$ cat src/rtl/core/orb_pkg.sv
// ----------------------------------------------------------------------------
// orb_pkg
// Types, constants and an index helper shared by the overwriting ring buffer.
// ----------------------------------------------------------------------------
`default_nettype none

package orb_pkg;

   // buffer geometry
   localparam int DEPTH   = 64;
   localparam int IDX_W   = (DEPTH > 1) ? $clog2(DEPTH) : 1;
   localparam int CNT_W   = $clog2(DEPTH + 1);
   localparam int SUM_W   = CNT_W + 1;
   localparam int WORD_W  = 32;

   // transaction field widths
   localparam int OP_W    = 2;
   localparam int RIDX_W  = 6;
   localparam int ENTRY_W = 7;

   localparam logic [WORD_W-1:0] QNAN_BITS = 32'h7FC0_0000;

   // opcodes
   localparam logic [OP_W-1:0] OP_QUERY = 2'd0;
   localparam logic [OP_W-1:0] OP_PUSH  = 2'd1;
   localparam logic [OP_W-1:0] OP_POP   = 2'd2;
   localparam logic [OP_W-1:0] OP_READ  = 2'd3;

   typedef struct packed {
      logic [OP_W-1:0]   opcode;
      logic [WORD_W-1:0] push_value;
      logic [RIDX_W-1:0] read_index;
   } req_type;

   typedef struct packed {
      logic [WORD_W-1:0]  read_value;
      logic [WORD_W-1:0]  first_value;
      logic [WORD_W-1:0]  last_value;
      logic [ENTRY_W-1:0] entry_count;
      logic               is_empty;
      logic               overwrote_oldest;
   } rsp_type;

   // commands from the controller to the word store
   typedef struct packed {
      logic              wr_en;
      logic [IDX_W-1:0]  wr_addr;
      logic [WORD_W-1:0] wr_data;
      logic              rd_en;
      logic [IDX_W-1:0]  rd_addr;
   } mem_cmd_type;

   typedef enum logic [1:0] {
      ST_IDLE,
      ST_FETCH,
      ST_RESP
   } state_type;

   // sum is always below twice the depth, so one compare and subtract wraps it
   function automatic logic [IDX_W-1:0] wrap_idx(input logic [SUM_W-1:0] sum);
      logic [SUM_W-1:0] adj;
      begin
         adj = sum;
         if (sum >= SUM_W'(DEPTH)) begin
            adj = sum - SUM_W'(DEPTH);
         end
         return adj[IDX_W-1:0];
      end
   endfunction

endpackage

`default_nettype wire

$ cat src/rtl/core/orb_ram.sv
// ----------------------------------------------------------------------------
// orb_ram
// Generic single-write, single-read synchronous RAM with registered read data.
// ----------------------------------------------------------------------------
`default_nettype none

module orb_ram #(
   parameter int WIDTH = 32,
   parameter int DEPTH = 64
) (
   input  logic                                       clock,
   input  logic                                       wr_en,
   input  logic [((DEPTH > 1) ? $clog2(DEPTH) : 1)-1:0] wr_addr,
   input  logic [WIDTH-1:0]                           wr_data,
   input  logic                                       rd_en,
   input  logic [((DEPTH > 1) ? $clog2(DEPTH) : 1)-1:0] rd_addr,
   output logic [WIDTH-1:0]                           rd_data
);

   logic [WIDTH-1:0] mem_ff [DEPTH];
   logic [WIDTH-1:0] rd_data_ff;

   always_ff @(posedge clock) begin
      if (wr_en) begin
         mem_ff[wr_addr] <= wr_data;
      end
      if (rd_en) begin
         rd_data_ff <= mem_ff[rd_addr];
      end
   end

   assign rd_data = rd_data_ff;

endmodule

`default_nettype wire

$ cat src/rtl/core/orb_ctrl.sv
// ----------------------------------------------------------------------------
// orb_ctrl
// Pointer, occupancy and sequencing logic of the ring buffer. Keeps the
// oldest and newest words cached so each transaction needs at most one
// read of the word store.
// ----------------------------------------------------------------------------
`default_nettype none

module orb_ctrl (
   input  logic                      clock,
   input  logic                      reset,
   input  logic                      req_valid,
   output logic                      req_stall,
   input  orb_pkg::req_type          req_data,
   output logic                      rsp_valid,
   input  logic                      rsp_stall,
   output orb_pkg::rsp_type          rsp_data,
   output orb_pkg::mem_cmd_type      mem_cmd,
   input  logic [orb_pkg::WORD_W-1:0] mem_rd_data
);

   import orb_pkg::*;

   state_type         state_ff, state_in;
   logic [IDX_W-1:0]  head_ff, head_in;
   logic [CNT_W-1:0]  count_ff, count_in;
   logic [WORD_W-1:0] first_ff, first_in;
   logic [WORD_W-1:0] last_ff, last_in;
   logic [WORD_W-1:0] rd_ff, rd_in;
   logic              ovw_ff, ovw_in;
   logic              to_rd_ff, to_rd_in;
   logic              hit_ff, hit_in;
   logic [DEPTH-1:0]  valid_ff, valid_in;

   logic              accept;
   logic              need_fetch;
   logic              is_full;
   logic              is_empty_now;
   logic [IDX_W-1:0]  head_next;
   logic [IDX_W-1:0]  tail_slot;
   logic [IDX_W-1:0]  read_slot;
   logic [IDX_W-1:0]  ridx_wrapped;
   logic [WORD_W-1:0] fetch_word;

   assign accept       = req_valid && !req_stall;
   assign is_full      = (count_ff == CNT_W'(DEPTH));
   assign is_empty_now = (count_ff == '0);
   assign head_next    = wrap_idx(SUM_W'(head_ff) + SUM_W'(1));
   assign tail_slot    = wrap_idx(SUM_W'(head_ff) + SUM_W'(count_ff));
   assign ridx_wrapped = IDX_W'(req_data.read_index % DEPTH);
   assign read_slot    = wrap_idx(SUM_W'(head_ff) + SUM_W'(ridx_wrapped));
   // entries never written since reset read as zero
   assign fetch_word   = hit_ff ? mem_rd_data : '0;

   // datapath and store commands
   always_comb begin
      head_in    = head_ff;
      count_in   = count_ff;
      first_in   = first_ff;
      last_in    = last_ff;
      rd_in      = rd_ff;
      ovw_in     = ovw_ff;
      to_rd_in   = to_rd_ff;
      hit_in     = hit_ff;
      valid_in   = valid_ff;
      need_fetch = 1'b0;
      mem_cmd    = '0;

      if (accept) begin
         rd_in  = '0;
         ovw_in = 1'b0;
         case (req_data.opcode)
            OP_PUSH: begin
               mem_cmd.wr_en       = 1'b1;
               mem_cmd.wr_addr     = tail_slot;
               mem_cmd.wr_data     = req_data.push_value;
               valid_in[tail_slot] = 1'b1;
               last_in             = req_data.push_value;
               if (is_full) begin
                  ovw_in  = 1'b1;
                  head_in = head_next;
                  if (DEPTH == 1) begin
                     first_in = req_data.push_value;
                  end else begin
                     // new oldest entry has to come from the store
                     need_fetch      = 1'b1;
                     mem_cmd.rd_en   = 1'b1;
                     mem_cmd.rd_addr = head_next;
                     to_rd_in        = 1'b0;
                  end
               end else begin
                  count_in = count_ff + CNT_W'(1);
                  if (is_empty_now) begin
                     first_in = req_data.push_value;
                  end
               end
            end
            OP_POP: begin
               if (is_empty_now) begin
                  rd_in = QNAN_BITS;
               end else begin
                  rd_in = first_ff;
                  if (count_ff == CNT_W'(1)) begin
                     head_in  = '0;
                     count_in = '0;
                  end else begin
                     head_in         = head_next;
                     count_in        = count_ff - CNT_W'(1);
                     need_fetch      = 1'b1;
                     mem_cmd.rd_en   = 1'b1;
                     mem_cmd.rd_addr = head_next;
                     to_rd_in        = 1'b0;
                  end
               end
            end
            OP_READ: begin
               need_fetch      = 1'b1;
               mem_cmd.rd_en   = 1'b1;
               mem_cmd.rd_addr = read_slot;
               to_rd_in        = 1'b1;
            end
            default: begin
            end
         endcase
         if (mem_cmd.rd_en) begin
            hit_in = valid_ff[mem_cmd.rd_addr];
         end
      end

      if (state_ff == ST_FETCH) begin
         if (to_rd_ff) begin
            rd_in = fetch_word;
         end else begin
            first_in = fetch_word;
         end
      end
   end

   // next state
   always_comb begin
      state_in = state_ff;
      case (state_ff)
         ST_IDLE: begin
            if (accept) begin
               state_in = need_fetch ? ST_FETCH : ST_RESP;
            end
         end
         ST_FETCH: begin
            state_in = ST_RESP;
         end
         ST_RESP: begin
            if (!rsp_stall) begin
               state_in = ST_IDLE;
            end
         end
         default: begin
            state_in = ST_IDLE;
         end
      endcase
   end

   // handshake and result
   always_comb begin
      req_stall                 = (state_ff != ST_IDLE);
      rsp_valid                 = (state_ff == ST_RESP);
      rsp_data.read_value       = rd_ff;
      rsp_data.first_value      = (count_ff == '0) ? QNAN_BITS : first_ff;
      rsp_data.last_value       = (count_ff == '0) ? QNAN_BITS : last_ff;
      rsp_data.entry_count      = ENTRY_W'(count_ff);
      rsp_data.is_empty         = (count_ff == '0);
      rsp_data.overwrote_oldest = ovw_ff;
   end

   always_ff @(posedge clock) begin
      if (reset) begin
         state_ff <= ST_IDLE;
         head_ff  <= '0;
         count_ff <= '0;
         valid_ff <= '0;
      end else begin
         state_ff <= state_in;
         head_ff  <= head_in;
         count_ff <= count_in;
         valid_ff <= valid_in;
      end
   end

   always_ff @(posedge clock) begin
      first_ff <= first_in;
      last_ff  <= last_in;
      rd_ff    <= rd_in;
      ovw_ff   <= ovw_in;
      to_rd_ff <= to_rd_in;
      hit_ff   <= hit_in;
   end

   a_count_range: assert property (@(posedge clock) disable iff (reset)
      count_ff <= CNT_W'(DEPTH))
      else $error("occupancy exceeds depth");

   a_empty_head: assert property (@(posedge clock) disable iff (reset)
      (count_ff == '0) |-> (head_ff == '0))
      else $error("head not at zero while empty");

   a_fetch_follows_accept: assert property (@(posedge clock) disable iff (reset)
      (state_ff == ST_FETCH) |-> $past(accept))
      else $error("store fetch without an accepted transaction");

   a_state_frozen_in_resp: assert property (@(posedge clock) disable iff (reset)
      (state_ff == ST_RESP) |=> ($stable(head_ff) && $stable(count_ff)))
      else $error("pointers moved while a result is pending");

endmodule

`default_nettype wire

$ cat src/rtl/core/overwriting_ring_buffer_top.sv
// Sequencing: query, push into a non-full buffer and pop of the only entry or of an
//   empty buffer give their result in the cycle after acceptance; read at offset,
//   push into a full buffer and pop that leaves entries pass through ST_FETCH for
//   their one store read, then ST_RESP. A new transaction waits for the last result
//   to leave ST_RESP; the single store read port and one-at-a-time sequencer set this.
// Reset: synchronous; pointers and per-entry valid bits clear together, no sweep.
// ----------------------------------------------------------------------------
// overwriting_ring_buffer_top
// Ring buffer of 32-bit words that overwrites its oldest entry when full.
// ----------------------------------------------------------------------------
`default_nettype none

module overwriting_ring_buffer_top (
   input  logic             clock,
   input  logic             reset,
   input  logic             req_valid,
   output logic             req_stall,
   input  orb_pkg::req_type req_data,
   output logic             rsp_valid,
   input  logic             rsp_stall,
   output orb_pkg::rsp_type rsp_data
);

   import orb_pkg::*;

   mem_cmd_type       mem_cmd;
   logic [WORD_W-1:0] mem_rd_data;

   orb_ctrl u_ctrl (
      .clock       (clock),
      .reset       (reset),
      .req_valid   (req_valid),
      .req_stall   (req_stall),
      .req_data    (req_data),
      .rsp_valid   (rsp_valid),
      .rsp_stall   (rsp_stall),
      .rsp_data    (rsp_data),
      .mem_cmd     (mem_cmd),
      .mem_rd_data (mem_rd_data)
   );

   orb_ram #(
      .WIDTH (WORD_W),
      .DEPTH (DEPTH)
   ) u_word_store (
      .clock   (clock),
      .wr_en   (mem_cmd.wr_en),
      .wr_addr (mem_cmd.wr_addr),
      .wr_data (mem_cmd.wr_data),
      .rd_en   (mem_cmd.rd_en),
      .rd_addr (mem_cmd.rd_addr),
      .rd_data (mem_rd_data)
   );

endmodule

`default_nettype wire
$ cat config.mk
export PLATFORM = sky130hd
export DESIGN_NAME = overwriting_ring_buffer_top
export DESIGN_NICKNAME = d
export VERILOG_FILES = /design/src/rtl/core/orb_pkg.sv /design/src/rtl/core/orb_ram.sv /design/src/rtl/core/orb_ctrl.sv /design/src/rtl/core/overwriting_ring_buffer_top.sv
export SDC_FILE = /design/constraint.sdc
export NUM_CORES = 2
export LEC_CHECK = 0
export ABC_AREA = 0
export BUFFER_PORTS_ARGS = -buffer_cell sky130_fd_sc_hd__buf_2
export CAP_MARGIN = 15
export CORE_ASPECT_RATIO = 1.75
export CORE_MARGIN = 2
export CORE_UTILIZATION = 38
export CTS_CLUSTER_DIAMETER = 60
export DETAILED_ROUTE_END_ITERATION = 16
export GPL_ROUTABILITY_DRIVEN = 1
export HOLD_SLACK_MARGIN = 0.02
export MAX_ROUTING_LAYER = met4
export PLACE_DENSITY_LB_ADDON = 0.08
export SYNTH_ARGS = -nofsm -noshare
export SYNTH_HDL_FRONTEND = slang
export SYNTH_SLANG_ARGS = --single-unit
$ cat constraint.sdc
create_clock -name clock -period 11.16 [get_ports clock]
set_input_delay 1.116 -clock clock [delete_from_list [all_inputs] [get_ports clock]]
set_output_delay 1.116 -clock clock [all_outputs]
set_load 0.01 [all_outputs]
==> flow_summary.ini <==
[logic_synthesis]
seq_area_frac_synth = 0.7373
synthesis.area_um2 = 90020
yosys_register_bits = 2258
synth_edf_count = 2115
yosysWarnings = 0
syn-num-nets = 6564
synth_top_cells_by_area = edfxtp_1 71%, nand2_1 6.0%, nand3_1 3.7%, dfxtp_1 3.2%, mux4_2 2.4%
synthArstFlopShare = 0
synth_top_area_cell = edfxtp_1
syn-instance-count = 6499
yosys.cell_types.count = 80
synth.top_cell.area_share = 0.7055
avgSynthCellArea_um2 = 13.85
synthFlopType = edfxtp_1

[min_path]
min_path_type = reg -> reg
holdPathStages = 2
min_to = u_ctrl.valid_ff[24]
hp-start = u_ctrl.valid_ff[24]

[finish]
fin_nets = 6710
layout-drive-gt1-share = 0.1389
fill_cells = 21580
synthToLayoutAreaGrowth_pct = 12.97
mostFrequentLayoutCells = 2,115 x edfxtp_1, 1,444 x nand2_1, 662 x nand3_1, 349 x a21oi_1, 214 x clkbuf_16
mostFrequentLayoutCell = edfxtp_1
multi_input_area_um2 = 22320
final_util = 0.4311
layout.area.seq_um2 = 66370

[power]
p_comb_frac = 0.056
p_int_mw = 13.59
power_switching_mw = 3.942
leakage_nw = 35.27
p_per_area_nw_per_um2 = 172.3
switching_share = 0.2249
p_seq_frac = 0.535
irDropWorstVdd_mv = 0.1314
clkPwrFrac = 0.409

[clock_tree]
cts_root_buffer = clkbuf_16
postCtsSetupBuffers = 0
clock-sinks = 2258
clockBufferDepth = 4
clk_pin_slew_ps = 70
clock_latency_ps = 900
cts_resized = 0
cts_buffers = 210
ctsHtreeMaxLevel = 4
ctsHoldBuffers = 0
cts_tree = done

[routing]
drt_wl_total_um = 295900
via_per_inst = 5.598
postRouteAntennaNets = 0
drtIter0Drc = 5279
num_vias = 55470
route.detailed.drc = 0
dr.pass1.iters = 7
wl_per_cell_um = 29.86

[worst_setup_path]
r2r_slack_ps = 5480
critPathMaxFanout = 68
start_kind = register
ff2ff_path_depth = 15
worstPathRequired_ps = 11780
endpoint_kind = register
reg2reg_from = u_ctrl.count_ff[0]
crit_arrival_ps = 6300
critPathKind = reg -> reg
timing.rr.end = u_word_store.rd_data[6]

[timing]
setup_viol = 0
period_needed_ps = 5684
fmax_mhz = 175.9
fin_skew_ps = 69.83
maxSlewViolCount = 0
hold_viol = 0
worst_pin_slew_ps = 1183
fin_setup_tns_ps = 0
fin_crit_sh = 0.5093
max_slew_margin = 0.2116
rsz0062_at_grt = false

[die]
io_pins = 151
die_w_um = 371.9
die_y_um = 647.9
rows = 236
start_util = 0.3816
die_area_um2 = 241000
coreArea_um2 = 235900

[grt]
grt_pass1_vias = 54430
grt_use_total = 0.2493
global_route.overflow_total = 0
grt_max_degree = 126
grt_pass1_wl_um = 416400
antenna_found_initial = 9

[outcome]
status = complete, no violations

[placement]
port_buffers = 150
hpwl_um = 172000
place_congestion = 0.8358

[flow_run]
maxCapViolCount = 0
[layer usage]
| layer | wire (µm) | track usage | up-vias |
|---|---|---|---|
| li1 | - | - | 24610 |
| met4 | 10080 | 0.07955 | 0 |
| met5 | 0 | - | - |
| met2 | 154500 | 0.4376 | 1640 |
| met3 | 13970 | 0.02795 | 435 |
| met1 | 117300 | 0.2988 | 28780 |
[worst max-delay path by stage]
stage,start,endpoint,slack (ps),cells after the start
after floorplan,req_data[39],u_word_store.mem_ff[60][0],5970,8
after global placement,req_data[38],u_word_store.rd_data[2],4310,13
after detailed placement,req_data[38],u_word_store.rd_data[1],4710,14
after CTS,u_ctrl.count_ff[0],u_word_store.rd_data[6],5410,15
after global routing,u_ctrl.count_ff[1],u_word_store.rd_data[6],5150,15
final,u_ctrl.count_ff[0],u_word_store.rd_data[6],5480,15
[cell type report]
type	count	share of cell area
Antenna cell	9	0.0002214
Clock inverter	113	0.01032
Sequential cell	2258	0.6526
Multi-Input combinational cell	3808	0.2195
Timing Repair Buffer	351	0.02408
Tap cell	3094	0.03806
Inverter	16	0.0005905
Clock buffer	259	0.05461
[cell usage after synthesis, types with 27 or more instances]
master	number
and2_1	53
a21oi_1	353
mux2i_1	159
a31oi_1	47
buf_2	88
edfxtp_1	2115
a22o_1	28
nand2_1	1449
nand3_1	662
a32oi_1	32
o2111ai_1	27
nor3_1	37
clkbuf_1	241
nor2_1	264
buf_4	31
dfxtp_1	143
mux4_2	94
buf_1	40
o21ai_0	55
a22oi_1	40
o211ai_1	35
a311oi_1	34
a211oi_1	74
a31o_2	29
and3_1	78
[state kept, by name, indices dropped and copies added, names as in the netlist]
register	count
u_ctrl.rd_ff	32
u_ctrl.state_ff	2
u_ctrl.head_ff	6
u_word_store.rd_data	32
u_word_store.mem_ff	2048
u_ctrl.to_rd_ff	1
u_ctrl.hit_ff	1
u_ctrl.ovw_ff	1
u_ctrl.first_ff	32
u_ctrl.count_ff	7
u_ctrl.last_ff	32
u_ctrl.valid_ff	64
[kinds of logic after synthesis]
| family | Yosys count | synth area share |
|---|---|---|
| AND/OR/NAND/NOR | 2650 | 0.1278 |
| flip-flops | 2258 | 0.7373 |
| AO/OA/AOI/OAI | 863 | 0.06591 |
| buffers and inverters | 433 | 0.02245 |
| multiplexers | 260 | 0.04207 |
| adder cells (fa/ha/maj) | 21 | 0.003086 |
| XOR/XNOR | 14 | 0.001362 |
[critical path, cell delays in order (launching register included)]
cell and delay, ps:
dfxtp_1 480, inv_1 160, ha_1 310, nor2b_1 170
nand2_2 90, buf_4 500, inv_1 330, a2111oi_0 360
buf_1 260, or2_4 520, nand2_1 270, a21oi_4 760
buf_4 520, a2111oi_2 230, a311oi_1 300, a21oi_1 70
[power groups by stage]
stage | Clock [mW] | Combinational (mW) | Sequential [mW]
after floorplan | 0 | 0.603 | 9.52
after global placement | 0 | 0.985 | 9.55
after detailed placement | 0 | 0.992 | 9.56
after CTS | 7.31 | 0.994 | 9.37
after global routing | 7.57 | 1.08 | 9.37
final | 7.17 | 0.986 | 9.37
[through the flow]
stage	hold WS, ps	area [µm²]	std cells	setup WS (ps)	power, mW
after floorplan	432.3	90020	6499	5974	10.12
after global placement	441.1	94910	9517	4306	10.54
after detailed placement	450.5	94920	9519	4714	10.55
after CTS	394.6	101500	9891	5414	17.67
after global routing	436.6	101700	9905	5151	18.02
final	466.5	101700	9908	5476	17.53
No activity file was read; power rests on OpenSTA's default activity.
